File: config.mk
export PLATFORM = sky130hd
export DESIGN_NAME = permutation_unrank
export DESIGN_NICKNAME = d
export VERILOG_FILES = /design/src/design/punrank_pkg.sv /design/src/design/punrank_front.sv /design/src/design/punrank_fifo.sv /design/src/design/punrank_back.sv /design/src/design/permutation_unrank.sv
export SDC_FILE = /design/constraint.sdc
export NUM_CORES = 1
export LEC_CHECK = 0
export ABC_AREA = 1
export BUFFER_PORTS_ARGS = -buffer_cell sky130_fd_sc_hd__buf_2
export CAP_MARGIN = 10
export CORE_MARGIN = 1
export CORE_UTILIZATION = 40
export DETAILED_ROUTE_END_ITERATION = 16
export SYNTH_ARGS = -nofsm -noshare
export SYNTH_HDL_FRONTEND = slang
export SYNTH_SLANG_ARGS = --single-unit
File: constraint.sdc
create_clock -name clk_i -period 4.55 [get_ports clk_i]
set_input_delay 0.2275 -clock clk_i [delete_from_list [all_inputs] [get_ports clk_i]]
set_output_delay 0.2275 -clock clk_i [all_outputs]
set_load 0.05 [all_outputs]
File: src/design/punrank_pkg.sv
package punrank_pkg;

  localparam int unsigned MaxLen = 12;
  localparam int unsigned LenW   = 4;
  localparam int unsigned IdxW   = 29;
  localparam int unsigned ElemW  = 4;
  localparam int unsigned BitW   = 2;

  typedef struct packed {
    logic [IdxW-1:0] index;
    logic [LenW-1:0] len;
    logic            err;
  } cmd_t;

  // k! for k = 0 .. 12
  function automatic logic [IdxW-1:0] fact(input logic [LenW-1:0] k);
    logic [IdxW-1:0] f;
    unique case (k)
      4'd0:    f = 29'd1;
      4'd1:    f = 29'd1;
      4'd2:    f = 29'd2;
      4'd3:    f = 29'd6;
      4'd4:    f = 29'd24;
      4'd5:    f = 29'd120;
      4'd6:    f = 29'd720;
      4'd7:    f = 29'd5040;
      4'd8:    f = 29'd40320;
      4'd9:    f = 29'd362880;
      4'd10:   f = 29'd3628800;
      4'd11:   f = 29'd39916800;
      4'd12:   f = 29'd479001600;
      default: f = 29'd479001600;
    endcase
    return f;
  endfunction

  // Quotient bits needed for a digit that never exceeds k.
  function automatic logic [2:0] qbits(input logic [LenW-1:0] k);
    logic [2:0] b;
    priority if (k >= 4'd8) b = 3'd4;
    else if (k >= 4'd4)     b = 3'd3;
    else if (k >= 4'd2)     b = 3'd2;
    else if (k >= 4'd1)     b = 3'd1;
    else                    b = 3'd0;
    return b;
  endfunction

endpackage

File: src/design/punrank_front.sv
module punrank_front (
  input  logic                        clk_i,
  input  logic                        rst_ni,
  input  logic                        cfg_we_i,
  input  logic [punrank_pkg::LenW-1:0] cfg_wdata_i,
  input  logic                        in_valid_i,
  output logic                        in_ready_o,
  input  logic [punrank_pkg::IdxW-1:0] in_index_i,
  output logic                        push_valid_o,
  input  logic                        push_ready_i,
  output punrank_pkg::cmd_t           push_cmd_o
);
  import punrank_pkg::*;

  logic [LenW-1:0] len_q;
  logic [LenW-1:0] eff_len;

  always_ff @(posedge clk_i or negedge rst_ni) begin
    if (!rst_ni) begin
      len_q <= LenW'(MaxLen);
    end else if (cfg_we_i) begin
      len_q <= cfg_wdata_i;
    end
  end

  // clamp the length into 1 .. MaxLen
  always_comb begin
    priority if (len_q == '0)           eff_len = LenW'(1);
    else if (len_q > LenW'(MaxLen))     eff_len = LenW'(MaxLen);
    else                                eff_len = len_q;
  end

  assign in_ready_o         = push_ready_i;
  assign push_valid_o       = in_valid_i;
  assign push_cmd_o.index   = in_index_i;
  assign push_cmd_o.len     = eff_len;
  assign push_cmd_o.err     = (in_index_i >= fact(eff_len));

endmodule

File: src/design/punrank_fifo.sv
module punrank_fifo (
  input  logic              clk_i,
  input  logic              rst_ni,
  input  logic              push_valid_i,
  output logic              push_ready_o,
  input  punrank_pkg::cmd_t push_cmd_i,
  output logic              pop_valid_o,
  input  logic              pop_ready_i,
  output punrank_pkg::cmd_t pop_cmd_o
);
  import punrank_pkg::*;

  cmd_t       slot_q [2];
  logic       wr_ptr_q, rd_ptr_q;
  logic [1:0] count_q;
  logic       push, pop;

  assign push_ready_o = (count_q != 2'd2);
  assign pop_valid_o  = (count_q != 2'd0);
  assign pop_cmd_o    = slot_q[rd_ptr_q];
  assign push         = push_valid_i && push_ready_o;
  assign pop          = pop_valid_o && pop_ready_i;

  always_ff @(posedge clk_i or negedge rst_ni) begin
    if (!rst_ni) begin
      wr_ptr_q <= 1'b0;
      rd_ptr_q <= 1'b0;
      count_q  <= 2'd0;
    end else begin
      if (push) wr_ptr_q <= ~wr_ptr_q;
      if (pop)  rd_ptr_q <= ~rd_ptr_q;
      if (push && !pop)      count_q <= count_q + 2'd1;
      else if (pop && !push) count_q <= count_q - 2'd1;
    end
  end

  always_ff @(posedge clk_i) begin
    if (push) slot_q[wr_ptr_q] <= push_cmd_i;
  end

endmodule

File: src/design/punrank_back.sv
module punrank_back (
  input  logic                         clk_i,
  input  logic                         rst_ni,
  input  logic                         pop_valid_i,
  output logic                         pop_ready_o,
  input  punrank_pkg::cmd_t            pop_cmd_i,
  output logic                         out_valid_o,
  input  logic                         out_ready_i,
  output logic [punrank_pkg::ElemW-1:0] out_elem_o,
  output logic                         out_last_o,
  output logic                         out_err_o
);
  import punrank_pkg::*;

  typedef enum logic [2:0] {
    BK_IDLE = 3'b001,
    BK_DIV  = 3'b010,
    BK_PICK = 3'b100
  } bk_state_e;

  bk_state_e        state_q, state_d;
  logic [IdxW-1:0]  rem_q, rem_d;
  logic [LenW-1:0]  k_q, k_d;
  logic [ElemW-1:0] q_q, q_d;
  logic [BitW-1:0]  bit_q, bit_d;
  logic             err_q, err_d;
  logic [ElemW-1:0] list_q [MaxLen];
  logic [ElemW-1:0] list_d [MaxLen];

  logic             ovalid_q, ovalid_d;
  logic [ElemW-1:0] oelem_q, oelem_d;
  logic             olast_q, olast_d;
  logic             oerr_q, oerr_d;

  logic             slot_free;
  logic [31:0]      div_sh;
  logic [ElemW-1:0] pick;
  logic [2:0]       nb_load, nb_next;
  logic [LenW-1:0]  k_load, k_next;

  assign slot_free   = !ovalid_q || out_ready_i;
  assign pop_ready_o = (state_q == BK_IDLE);
  assign div_sh      = {3'b000, fact(k_q)} << bit_q;
  assign pick        = (q_q < ElemW'(MaxLen)) ? list_q[q_q] : list_q[MaxLen-1];
  assign k_load      = pop_cmd_i.len - LenW'(1);
  assign k_next      = k_q - LenW'(1);
  assign nb_load     = qbits(k_load);
  assign nb_next     = qbits(k_next);

  always_comb begin
    state_d  = state_q;
    rem_d    = rem_q;
    k_d      = k_q;
    q_d      = q_q;
    bit_d    = bit_q;
    err_d    = err_q;
    list_d   = list_q;
    ovalid_d = ovalid_q && !out_ready_i;
    oelem_d  = oelem_q;
    olast_d  = olast_q;
    oerr_d   = oerr_q;
    unique case (state_q)
      BK_IDLE: begin
        if (pop_valid_i) begin
          rem_d = pop_cmd_i.index;
          k_d   = k_load;
          q_d   = '0;
          err_d = pop_cmd_i.err;
          for (int i = 0; i < MaxLen; i++) begin
            list_d[i] = ElemW'(i);
          end
          if (pop_cmd_i.err || nb_load == 3'd0) begin
            state_d = BK_PICK;
          end else begin
            bit_d   = BitW'(nb_load - 3'd1);
            state_d = BK_DIV;
          end
        end
      end
      BK_DIV: begin
        // one restoring step of rem / k!
        if ({3'b000, rem_q} >= div_sh) begin
          rem_d        = IdxW'({3'b000, rem_q} - div_sh);
          q_d[bit_q]   = 1'b1;
        end
        if (bit_q == '0) begin
          state_d = BK_PICK;
        end else begin
          bit_d = bit_q - BitW'(1);
        end
      end
      BK_PICK: begin
        if (slot_free) begin
          ovalid_d = 1'b1;
          oerr_d   = err_q;
          oelem_d  = err_q ? '0 : pick;
          olast_d  = err_q || (k_q == '0);
          // drop the picked element from the list of unused ones
          for (int i = 0; i < MaxLen - 1; i++) begin
            if (ElemW'(i) >= q_q) list_d[i] = list_q[i+1];
          end
          if (err_q || k_q == '0) begin
            state_d = BK_IDLE;
          end else begin
            k_d = k_next;
            q_d = '0;
            if (nb_next == 3'd0) begin
              state_d = BK_PICK;
            end else begin
              bit_d   = BitW'(nb_next - 3'd1);
              state_d = BK_DIV;
            end
          end
        end
      end
      default: state_d = BK_IDLE;
    endcase
  end

  always_ff @(posedge clk_i or negedge rst_ni) begin
    if (!rst_ni) begin
      state_q  <= BK_IDLE;
      ovalid_q <= 1'b0;
    end else begin
      state_q  <= state_d;
      ovalid_q <= ovalid_d;
    end
  end

  always_ff @(posedge clk_i) begin
    rem_q   <= rem_d;
    k_q     <= k_d;
    q_q     <= q_d;
    bit_q   <= bit_d;
    err_q   <= err_d;
    list_q  <= list_d;
    oelem_q <= oelem_d;
    olast_q <= olast_d;
    oerr_q  <= oerr_d;
  end

  assign out_valid_o = ovalid_q;
  assign out_elem_o  = oelem_q;
  assign out_last_o  = olast_q;
  assign out_err_o   = oerr_q;

endmodule

File: src/design/permutation_unrank.sv
// Permutation unranking by factorial-base (Lehmer code) decoding.
// Slave stream: s_axis_tdata[28:0] carries a rank; the permutation of
// 0 .. n-1 with that rank in lexicographic order comes out on the master
// stream, one element per item, the final one marked by tlast.
// The length n is written through cfg_we_i / cfg_wdata_i (reset value 12;
// 0 counts as 1, values above 12 count as 12). Write it only while idle.
// A rank at or above n! gives one item: element 0, tuser (range error)
// high, tlast high.
// Flow: the front classifies an item in the accepting cycle and queues it
// (two entries). The back loads it, then per digit produces one quotient
// bit per cycle of the restoring division by k! (4 bits for k>=8, 3 for
// k>=4, 2 for k>=2, 1 for k=1, none for k=0), then takes one pick step.
// An error item goes straight from the load to the pick step. The back
// takes no new rank from the queue until it has finished the last one.
// When the receiver stalls, the output register holds its item and the back
// waits in its pick step; the queue keeps taking input until it is full.
// Reset clears the queue, the sequencer and the output valid at once.
module permutation_unrank (
  input  logic        clk_i,
  input  logic        rst_ni,
  input  logic        cfg_we_i,
  input  logic [3:0]  cfg_wdata_i,     // perm_length
  input  logic        s_axis_tvalid,
  output logic        s_axis_tready,
  input  logic [31:0] s_axis_tdata,    // [28:0] perm_index, [31:29] zero
  output logic        m_axis_tvalid,
  input  logic        m_axis_tready,
  output logic [7:0]  m_axis_tdata,    // [3:0] element, [7:4] zero
  output logic        m_axis_tlast,    // last
  output logic        m_axis_tuser     // range_error
);
  import punrank_pkg::*;

  logic             push_valid, push_ready;
  cmd_t             push_cmd;
  logic             pop_valid, pop_ready;
  cmd_t             pop_cmd;
  logic [ElemW-1:0] elem;

  // classify: clamp n, check the rank against n!
  punrank_front u_front (
    .clk_i        (clk_i),
    .rst_ni       (rst_ni),
    .cfg_we_i     (cfg_we_i),
    .cfg_wdata_i  (cfg_wdata_i),
    .in_valid_i   (s_axis_tvalid),
    .in_ready_o   (s_axis_tready),
    .in_index_i   (s_axis_tdata[IdxW-1:0]),
    .push_valid_o (push_valid),
    .push_ready_i (push_ready),
    .push_cmd_o   (push_cmd)
  );

  // decouple front and back
  punrank_fifo u_fifo (
    .clk_i        (clk_i),
    .rst_ni       (rst_ni),
    .push_valid_i (push_valid),
    .push_ready_o (push_ready),
    .push_cmd_i   (push_cmd),
    .pop_valid_o  (pop_valid),
    .pop_ready_i  (pop_ready),
    .pop_cmd_o    (pop_cmd)
  );

  // digit extraction and element pick
  punrank_back u_back (
    .clk_i       (clk_i),
    .rst_ni      (rst_ni),
    .pop_valid_i (pop_valid),
    .pop_ready_o (pop_ready),
    .pop_cmd_i   (pop_cmd),
    .out_valid_o (m_axis_tvalid),
    .out_ready_i (m_axis_tready),
    .out_elem_o  (elem),
    .out_last_o  (m_axis_tlast),
    .out_err_o   (m_axis_tuser)
  );

  assign m_axis_tdata = {(8 - ElemW)'(0), elem};

endmodule

==> impl_summary.log, run 1 <==
[metrics] launching element of the worst setup path: u_back.bit_q[0]$_DFFE_PP_
[metrics] clock root cell: sky130_fd_sc_hd__clkbuf_16
[metrics] setup TNS: 0 ps
[metrics] flip-flop and latch count after synthesis: 184
[metrics] maximum level of the CTS H-tree: 4
[metrics] wire length of the first global-routing pass: 44.6 mm
[metrics] vias in the first global route: 8530
[metrics] Filler cells: 2798
[metrics] effective utilization at floorplan: 41.0%
[metrics] sequential element share of the synthesized area: 45.8%
[metrics] area occupied by multi-input gates: 5260 um^2
[metrics] diode insertion count for antenna repair: 0
[metrics] r2r endpoint: u_back.rem_q[27]$_DFFE_PP_
[metrics] post-route antenna net violation count: 0
[metrics] area added between synthesis and finish: 11.2%
[metrics] Port Buf Inserts: 45
[metrics] GRT Util Overall: 19.8%
[metrics] Via Count: 9301
[metrics] clock tree from TritonCTS: yes
[metrics] overall overflow remaining after global route: 0
[metrics] final count of pins violating max slew: 0
[metrics] Netlist cell types: 52
[metrics] Synth Instances: 1457
[metrics] category of the most critical setup path: register to register
[metrics] Worst slew margin: 48.0%
[metrics] largest area contributor in the synthesized netlist: sky130_fd_sc_hd__edfxtp_1
[metrics] Peak Freq: 280 MHz
[metrics] Post-synth EDFFs: 151
[metrics] post-synthesis average cell area: 7.89 um^2
[metrics] Setup crit end: u_back.rem_q[27]$_DFFE_PP_
[metrics] maximum net fanout on the critical path: 29
[metrics] antenna violations before repair: 0
[metrics] biggest area contributors in the synthesized netlist: sky130_fd_sc_hd__edfxtp_1, sky130_fd_sc_hd__nand2_1, sky130_fd_sc_hd__ha_1
[metrics] number of sinks handled by clock tree synthesis: 184
[metrics] Detail Placement HPWL: 21.3 mm
[metrics] IO Count: 53
[metrics] drt first-iter violations: 692
[metrics] number of cell instances on the worst register-to-register path: 17
[metrics] most common cell after layout, fill and taps aside: sky130_fd_sc_hd__nand2_1
[metrics] share of flip-flops with an asynchronous set or reset: 6.52%
[metrics] layout cells sized above 1: 9.20%
[metrics] beginning of the worst register-to-register path: u_back.bit_q[0]$_DFFE_PP_
[metrics] skew final: 9.66 ps
[metrics] number of cell rows: 61
[metrics] die boundary width: 171 um
[metrics] Post-Synthesis Cell Area: 11500 um^2
[metrics] most used cells in the layout excluding fill and tap cells: sky130_fd_sc_hd__nand2_1, sky130_fd_sc_hd__inv_1, sky130_fd_sc_hd__edfxtp_1, sky130_fd_sc_hd__nor2_1, sky130_fd_sc_hd__o21ai_0
[metrics] Std-Cell Core Area: 28000 um^2
[metrics] # resized after CTS: 0
[metrics] data required time of the worst path: 4630 ps
[metrics] detailed-route wire length per cell: 14.8 um
[metrics] gpl congestion: 0.910
[metrics] final wirelength: 27.9 mm
[metrics] nets: 1614
[metrics] result of the run: finished, final reports clean
[metrics] die area: 29400 um^2
[metrics] Slew @ Worst Pin: 779 ps
[metrics] unrepaired setup endpoints after global routing: no
[metrics] maximum clock path buffer count: 2
[metrics] dominant register cell in the synthesized netlist: sky130_fd_sc_hd__edfxtp_1
[metrics] DRC violation count after routing: 0
[metrics] Final Hold Viols: 0
[metrics] max_cap viols: 0
[metrics] iteration count of the initial detailed-routing pass: 5
[metrics] Clk Latency, worst-skew pair: 430 ps
[metrics] kind of end point of the critical path: register
[metrics] mean number of vias per cell: 4.92
[metrics] Final min period: 3580 ps
[metrics] R2R setup slack: 970 ps
[metrics] Yosys top cell area share: 39.5%
[metrics] type of the tightest min-delay check: primary input to register
[metrics] arrival time of the worst setup path: 3660 ps
[metrics] maximum number of pins on one net before global-route repair: 39
[metrics] Die Y: 171 um
[metrics] crit path launch type: register
[metrics] number of buffers inserted during clock tree synthesis: 17
[metrics] fin crit share: 78.6%
[metrics] # setup viols final: 0
[metrics] clock transition at the register clock pins on the worst setup and hold paths after CTS: 70 ps
[metrics] yosys warns: 0
[metrics] register area: 5260 um^2
## worst min path at each step
stage | cells after the start | end | startpoint
finish | 1 | u_fifo.slot_q[1][24]$_DFFE_PP_ | s_axis_tdata[19]
global route | 1 | u_fifo.slot_q[1][8]$_DFFE_PP_ | s_axis_tdata[3]
CTS | 1 | u_fifo.slot_q[1][8]$_DFFE_PP_ | s_axis_tdata[3]
detailed placement | 1 | u_fifo.wr_ptr_q$_DFFE_PN0P_ | rst_ni
global placement | 1 | u_fifo.wr_ptr_q$_DFFE_PN0P_ | rst_ni
floorplan | 0 | u_back.out_valid_o$_DFF_PN0_ | rst_ni
## critical path, cell delays in order (launching register included)
cell,delay (ps)
sky130_fd_sc_hd__edfxtp_1,350
sky130_fd_sc_hd__inv_1,260
sky130_fd_sc_hd__nand2_1,340
sky130_fd_sc_hd__nor2_1,90
sky130_fd_sc_hd__ha_1,210
sky130_fd_sc_hd__fa_1,360
sky130_fd_sc_hd__inv_1,170
sky130_fd_sc_hd__nand3_1,90
sky130_fd_sc_hd__nand3_1,180
sky130_fd_sc_hd__nand2_1,70
sky130_fd_sc_hd__nand2_1,140
sky130_fd_sc_hd__nand2_1,70
sky130_fd_sc_hd__nand2_1,100
sky130_fd_sc_hd__nand2_1,60
sky130_fd_sc_hd__nand3_1,140
sky130_fd_sc_hd__nor2_1,90
sky130_fd_sc_hd__nor2_2,80
sky130_fd_sc_hd__buf_4,400
## cell type report
class,instances,share of cell area (%)
Timing Repair Buffer,62,2.90
Sequential cell,184,41.2
Inverter,217,6.42
Clock buffer,20,3.58
Multi-Input combinational cell,1016,41.1
Clock inverter,12,1.08
Tap cell,378,3.70
## through the flow
stage	std cells	instance area [um^2]	worst slack, ps	utilization, %	hold slack [ps]
global placement	1850	12100	1030	43.2	130
floorplan	1460	11500	442	-	-68.1
finish	1889	12800	973	45.6	17.4
CTS	1889	12800	980	45.6	0.248
detailed placement	1850	12100	999	43.2	133
global route	1889	12800	614	45.6	2.84
## cell families (layout without fill, tap and decap cells)
logic type / count (synthesis) / in the layout / share of synthesized area [%]
xor gates and xnor gates: 8 / 8 / 0.610
buffers and inverters: 260 / 311 / 8.75
and+or+nand+nor: 733 / 733 / 26.9
other: 1 / 4 / 0.0326
muxes: 6 / 6 / 0.534
AOI/OAI and AO/OA: 190 / 190 / 9.19
adders and majority gates: 75 / 75 / 8.23
DFF: 184 / 184 / 45.8
## metal layers
layer	vias up	part of all wire (%)	global-route usage (%)
met4	0	1.7	5.75
li1	4805	-	-
met1	4282	50	28.5
met2	191	45	31.1
met5	-	0	0
met3	23	3.9	2.37
## Yosys cell counts, types with 4 or more instances
| library cell | number |
|---|---|
| sky130_fd_sc_hd__clkbuf_1 | 28 |
| sky130_fd_sc_hd__buf_1 | 6 |
| sky130_fd_sc_hd__nand2_2 | 5 |
| sky130_fd_sc_hd__or2_2 | 16 |
| sky130_fd_sc_hd__nand3_1 | 76 |
| sky130_fd_sc_hd__inv_2 | 6 |
| sky130_fd_sc_hd__o211ai_1 | 6 |
| sky130_fd_sc_hd__nor2_1 | 117 |
| sky130_fd_sc_hd__o21ai_0 | 80 |
| sky130_fd_sc_hd__nor3_1 | 7 |
| sky130_fd_sc_hd__xnor2_1 | 4 |
| sky130_fd_sc_hd__buf_4 | 5 |
| sky130_fd_sc_hd__o21bai_1 | 5 |
| sky130_fd_sc_hd__xor2_1 | 4 |
| sky130_fd_sc_hd__nand2_4 | 4 |
| sky130_fd_sc_hd__nand2_1 | 468 |
| sky130_fd_sc_hd__edfxtp_1 | 151 |
| sky130_fd_sc_hd__and2_1 | 6 |
| sky130_fd_sc_hd__ha_1 | 74 |
| sky130_fd_sc_hd__nand3_2 | 4 |
| sky130_fd_sc_hd__nand4_1 | 19 |
| sky130_fd_sc_hd__dfrtp_1 | 9 |
| sky130_fd_sc_hd__dfxtp_1 | 21 |
| sky130_fd_sc_hd__buf_2 | 4 |
| sky130_fd_sc_hd__a21oi_1 | 75 |
| sky130_fd_sc_hd__inv_1 | 208 |
| sky130_fd_sc_hd__mux2i_1 | 5 |
| sky130_fd_sc_hd__a31oi_1 | 4 |
## what timing repair did
action,CTS,global route
setup buffers,0,0
hold buffers,7,0
endpoints found under the hold margin,20,0
Power of run 1 is not shown: default switching activity piles up to over one toggle a cycle in this logic, so the estimate is an artifact.
==> run 2: changes to the inputs <==
--- a/config.mk
+++ b/config.mk
@@ -5,7 +5,7 @@
 export SDC_FILE = /design/constraint.sdc
 export NUM_CORES = 1
 export LEC_CHECK = 0
-export ABC_AREA = 1
+export ABC_AREA = 0
 export BUFFER_PORTS_ARGS = -buffer_cell sky130_fd_sc_hd__buf_2
 export CAP_MARGIN = 10
 export CORE_MARGIN = 1
==> constraint.sdc (replaced) <==
create_clock -name clk_i -period 3.4 [get_ports clk_i]
set_input_delay 0.17 -clock clk_i [delete_from_list [all_inputs] [get_ports clk_i]]
set_output_delay 0.17 -clock clk_i [all_outputs]
set_load 0.05 [all_outputs]
==> impl_summary.log, run 2 <==
[metrics] result of the run: complete, but fails checks
[metrics] violated checks: negative setup slack
[metrics] Clk Latency, worst-skew pair: 440 ps
[metrics] Final min period: 3420 ps
[metrics] Synth Instances: 981
[metrics] unrepaired setup endpoints after global routing: yes
[metrics] main combinational cell family by area after synthesis: compound AO/OA/AOI/OAI gates
[metrics] maximum net fanout on the critical path: 6
[metrics] R2R setup slack: -20 ps
[metrics] antenna violations before repair: 0
[metrics] effective utilization at floorplan: 40.8%
[metrics] detailed-route wire length per cell: 17.7 um
[metrics] Via Count: 7917
[metrics] number of cell instances on the worst register-to-register path: 14
[metrics] iteration count of the initial detailed-routing pass: 5
[metrics] min setup slack post-route: -24.0 ps
[metrics] Worst slew margin: 43.3%
[metrics] beginning of the worst register-to-register path: u_back.bit_q[0]$_DFFE_PP_
[metrics] fraction of synthesized cell area in xor and xnor cells: 2.79%
[metrics] Post-DP Area: 11800 um^2
[metrics] Detail Placement HPWL: 18.6 mm
[metrics] share of flip-flops with an asynchronous set or reset: 6.52%
[metrics] fin crit share: 101%
[metrics] overall overflow remaining after global route: 0
[metrics] Final Hold Viols: 0
[metrics] category of the most critical setup path: register to register
[metrics] skew final: 12.8 ps
[metrics] most common cell after layout, fill and taps aside: sky130_fd_sc_hd__edfxtp_1
[metrics] number of sinks handled by clock tree synthesis: 184
[metrics] Std-Cell Core Area: 26100 um^2
[metrics] kind of end point of the critical path: register
[metrics] layout cells sized above 1: 26.4%
[metrics] number of cell rows: 59
[metrics] hold path depth: 2
[metrics] maximum number of pins on one net before global-route repair: 42
[metrics] area added between synthesis and finish: 25.4%
[metrics] largest area contributor in the synthesized netlist: sky130_fd_sc_hd__edfxtp_1
[metrics] Post-synth EDFFs: 151
[metrics] type of the tightest min-delay check: primary input to register
[metrics] Post-Synthesis Cell Area: 10700 um^2
[metrics] arrival time of the worst setup path: 3620 ps
[metrics] compound-gate portion of the synthesized area: 16.0%
[metrics] crit path launch type: register
[metrics] wire length of the first global-routing pass: 40.5 mm
[metrics] max_cap viols: 0
[metrics] dominant register cell in the synthesized netlist: sky130_fd_sc_hd__edfxtp_1
[metrics] mean number of vias per cell: 5.34
[metrics] r2r endpoint: u_back.rem_q[25]$_DFFE_PP_
[metrics] worst hold path endpoint: u_front.len_q[3]$_DFFE_PN1P_
[metrics] clock transition at the register clock pins on the worst setup and hold paths after CTS: 80 ps
[metrics] flip-flop and latch count after synthesis: 184
[metrics] Port Buf Inserts: 45
[metrics] nets: 1251
[metrics] maximum clock path buffer count: 2
[metrics] biggest area contributors in the synthesized netlist: sky130_fd_sc_hd__edfxtp_1, sky130_fd_sc_hd__ha_1, sky130_fd_sc_hd__dfxtp_1
[metrics] data required time of the worst path: 3600 ps
[metrics] die boundary width: 165 um
[metrics] clock tree from TritonCTS: yes
[metrics] simple-gate portion of the synthesized area: 12.5%
[metrics] leading post-synthesis cells by instance count: sky130_fd_sc_hd__edfxtp_1, sky130_fd_sc_hd__a21oi_1, sky130_fd_sc_hd__ha_1
[metrics] clock root cell: sky130_fd_sc_hd__clkbuf_16
[metrics] Yosys top cell area share: 42.5%
[metrics] DRC violation count after routing: 0
[metrics] die area: 27300 um^2
[metrics] Netlist cell types: 74
[metrics] critical hold path startpoint: cfg_we_i
[metrics] Die Y: 165 um
[metrics] cell area after layout: 13400 um^2
[metrics] # setup viols final: 1
[metrics] Slew @ Worst Pin: 850 ps
[metrics] maximum level of the CTS H-tree: 4
[metrics] adder and majority cell fraction of the synthesized area: 8.87%
[metrics] core occupancy in the finished layout: 51.2%
[metrics] final count of pins violating max slew: 0
[metrics] number of buffers inserted during clock tree synthesis: 17
[metrics] gpl congestion: 0.877
[metrics] drt first-iter violations: 446
[metrics] sequential element share of the synthesized area: 49.3%
[metrics] final wirelength: 26.3 mm
[metrics] most used cells in the layout excluding fill and tap cells: sky130_fd_sc_hd__edfxtp_1, sky130_fd_sc_hd__buf_4, sky130_fd_sc_hd__nand2_1, sky130_fd_sc_hd__ha_1, sky130_fd_sc_hd__nor2_1
[metrics] post-synthesis average cell area: 10.9 um^2
[metrics] GRT Util Overall: 19.5%
[metrics] mux share of post-synthesis cell area: 7.00%
[metrics] Peak Freq: 292 MHz
[metrics] diode insertion count for antenna repair: 0
[metrics] vias in the first global route: 7588
[metrics] top-count cell post-synth: sky130_fd_sc_hd__edfxtp_1
[metrics] post-route antenna net violation count: 0
[metrics] IO Count: 53
[metrics] yosys warns: 0
-- run 2: worst max path at each step --
stage                               from                         end  slack, ps  cells after the start
6_report       u_back.bit_q[0]$_DFFE_PP_  u_back.rem_q[25]$_DFFE_PP_        -20                     14
5_1_grt        u_back.bit_q[0]$_DFFE_PP_  u_back.rem_q[25]$_DFFE_PP_       -170                     16
4_1_cts        u_back.bit_q[0]$_DFFE_PP_  u_back.rem_q[13]$_DFFE_PP_         -8                     17
3_5_place_dp   u_back.bit_q[0]$_DFFE_PP_   u_back.rem_q[3]$_DFFE_PP_       -100                     12
3_3_place_gp   u_back.bit_q[0]$_DFFE_PP_   u_back.rem_q[0]$_DFFE_PP_        -40                     12
2_1_floorplan  u_back.bit_q[0]$_DFFE_PP_   u_back.rem_q[0]$_DFFE_PP_          5                     13
-- run 2: repair_timing --
item,CTS,global route
hold endpoints to repair,74,0
buffers inserted,4,14
endpoints found under the setup margin,34,47
resized for setup,19,74
gates cloned,2,2
pin swaps,8,30
hold buffers,36,0
-- run 2: kinds of logic (layout without fill, tap and decap cells) --
family | Yosys count | count (layout)
AND/OR/NAND/NOR | 268 | 268
AO/OA/AOI/OAI | 264 | 264
flip-flops | 184 | 184
buffers and inverters | 93 | 257
adder cells (fa/ha/maj) | 75 | 75
multiplexers | 62 | 62
XOR/XNOR | 34 | 34
other | 1 | 4
-- run 2: metrics by stage --
stage	setup slack, ps	setup TNS [ps]	instances	hold WS (ps)
floorplan	4.83	0	984	-126
global placement	-43.7	-1210	1394	87.1
detailed placement	-99.5	-3070	1394	86.1
CTS	-7.79	-41.6	1468	30.2
global route	-172	-3570	1483	47.1
finish	-24.0	-24.0	1483	42.8
-- run 2: cell type report --
class	count	area [um^2]
Inverter	45	169
Tap cell	335	419
Fill cell	2334	12800
Timing Repair Buffer	180	1480
Sequential cell	184	5260
Clock buffer	17	425
Clock inverter	15	158
Multi-Input combinational cell	707	5470
-- run 2: critical path: stages (launching register included) --
cell	delay (ps)
sky130_fd_sc_hd__edfxtp_1	460
sky130_fd_sc_hd__buf_6	160
sky130_fd_sc_hd__clkbuf_16	140
sky130_fd_sc_hd__mux2_2	340
sky130_fd_sc_hd__a21oi_2	210
sky130_fd_sc_hd__ha_1	250
sky130_fd_sc_hd__nand2_2	100
sky130_fd_sc_hd__buf_4	180
sky130_fd_sc_hd__o41ai_4	350
sky130_fd_sc_hd__a31oi_2	100
sky130_fd_sc_hd__o211ai_2	300
sky130_fd_sc_hd__nand2_2	130
sky130_fd_sc_hd__o221ai_4	230
sky130_fd_sc_hd__xnor2_2	160
sky130_fd_sc_hd__a21oi_2	70
-- run 2: metal layers --
layer	up-vias	global-route usage (%)	share of wire, %
met1	3824	27.1	48
li1	3926	-	-
met4	0	5.74	1.4
met3	30	3.02	3.3
met5	-	0	0
met2	137	31.5	47
Power of run 2 is left out for the same reason.
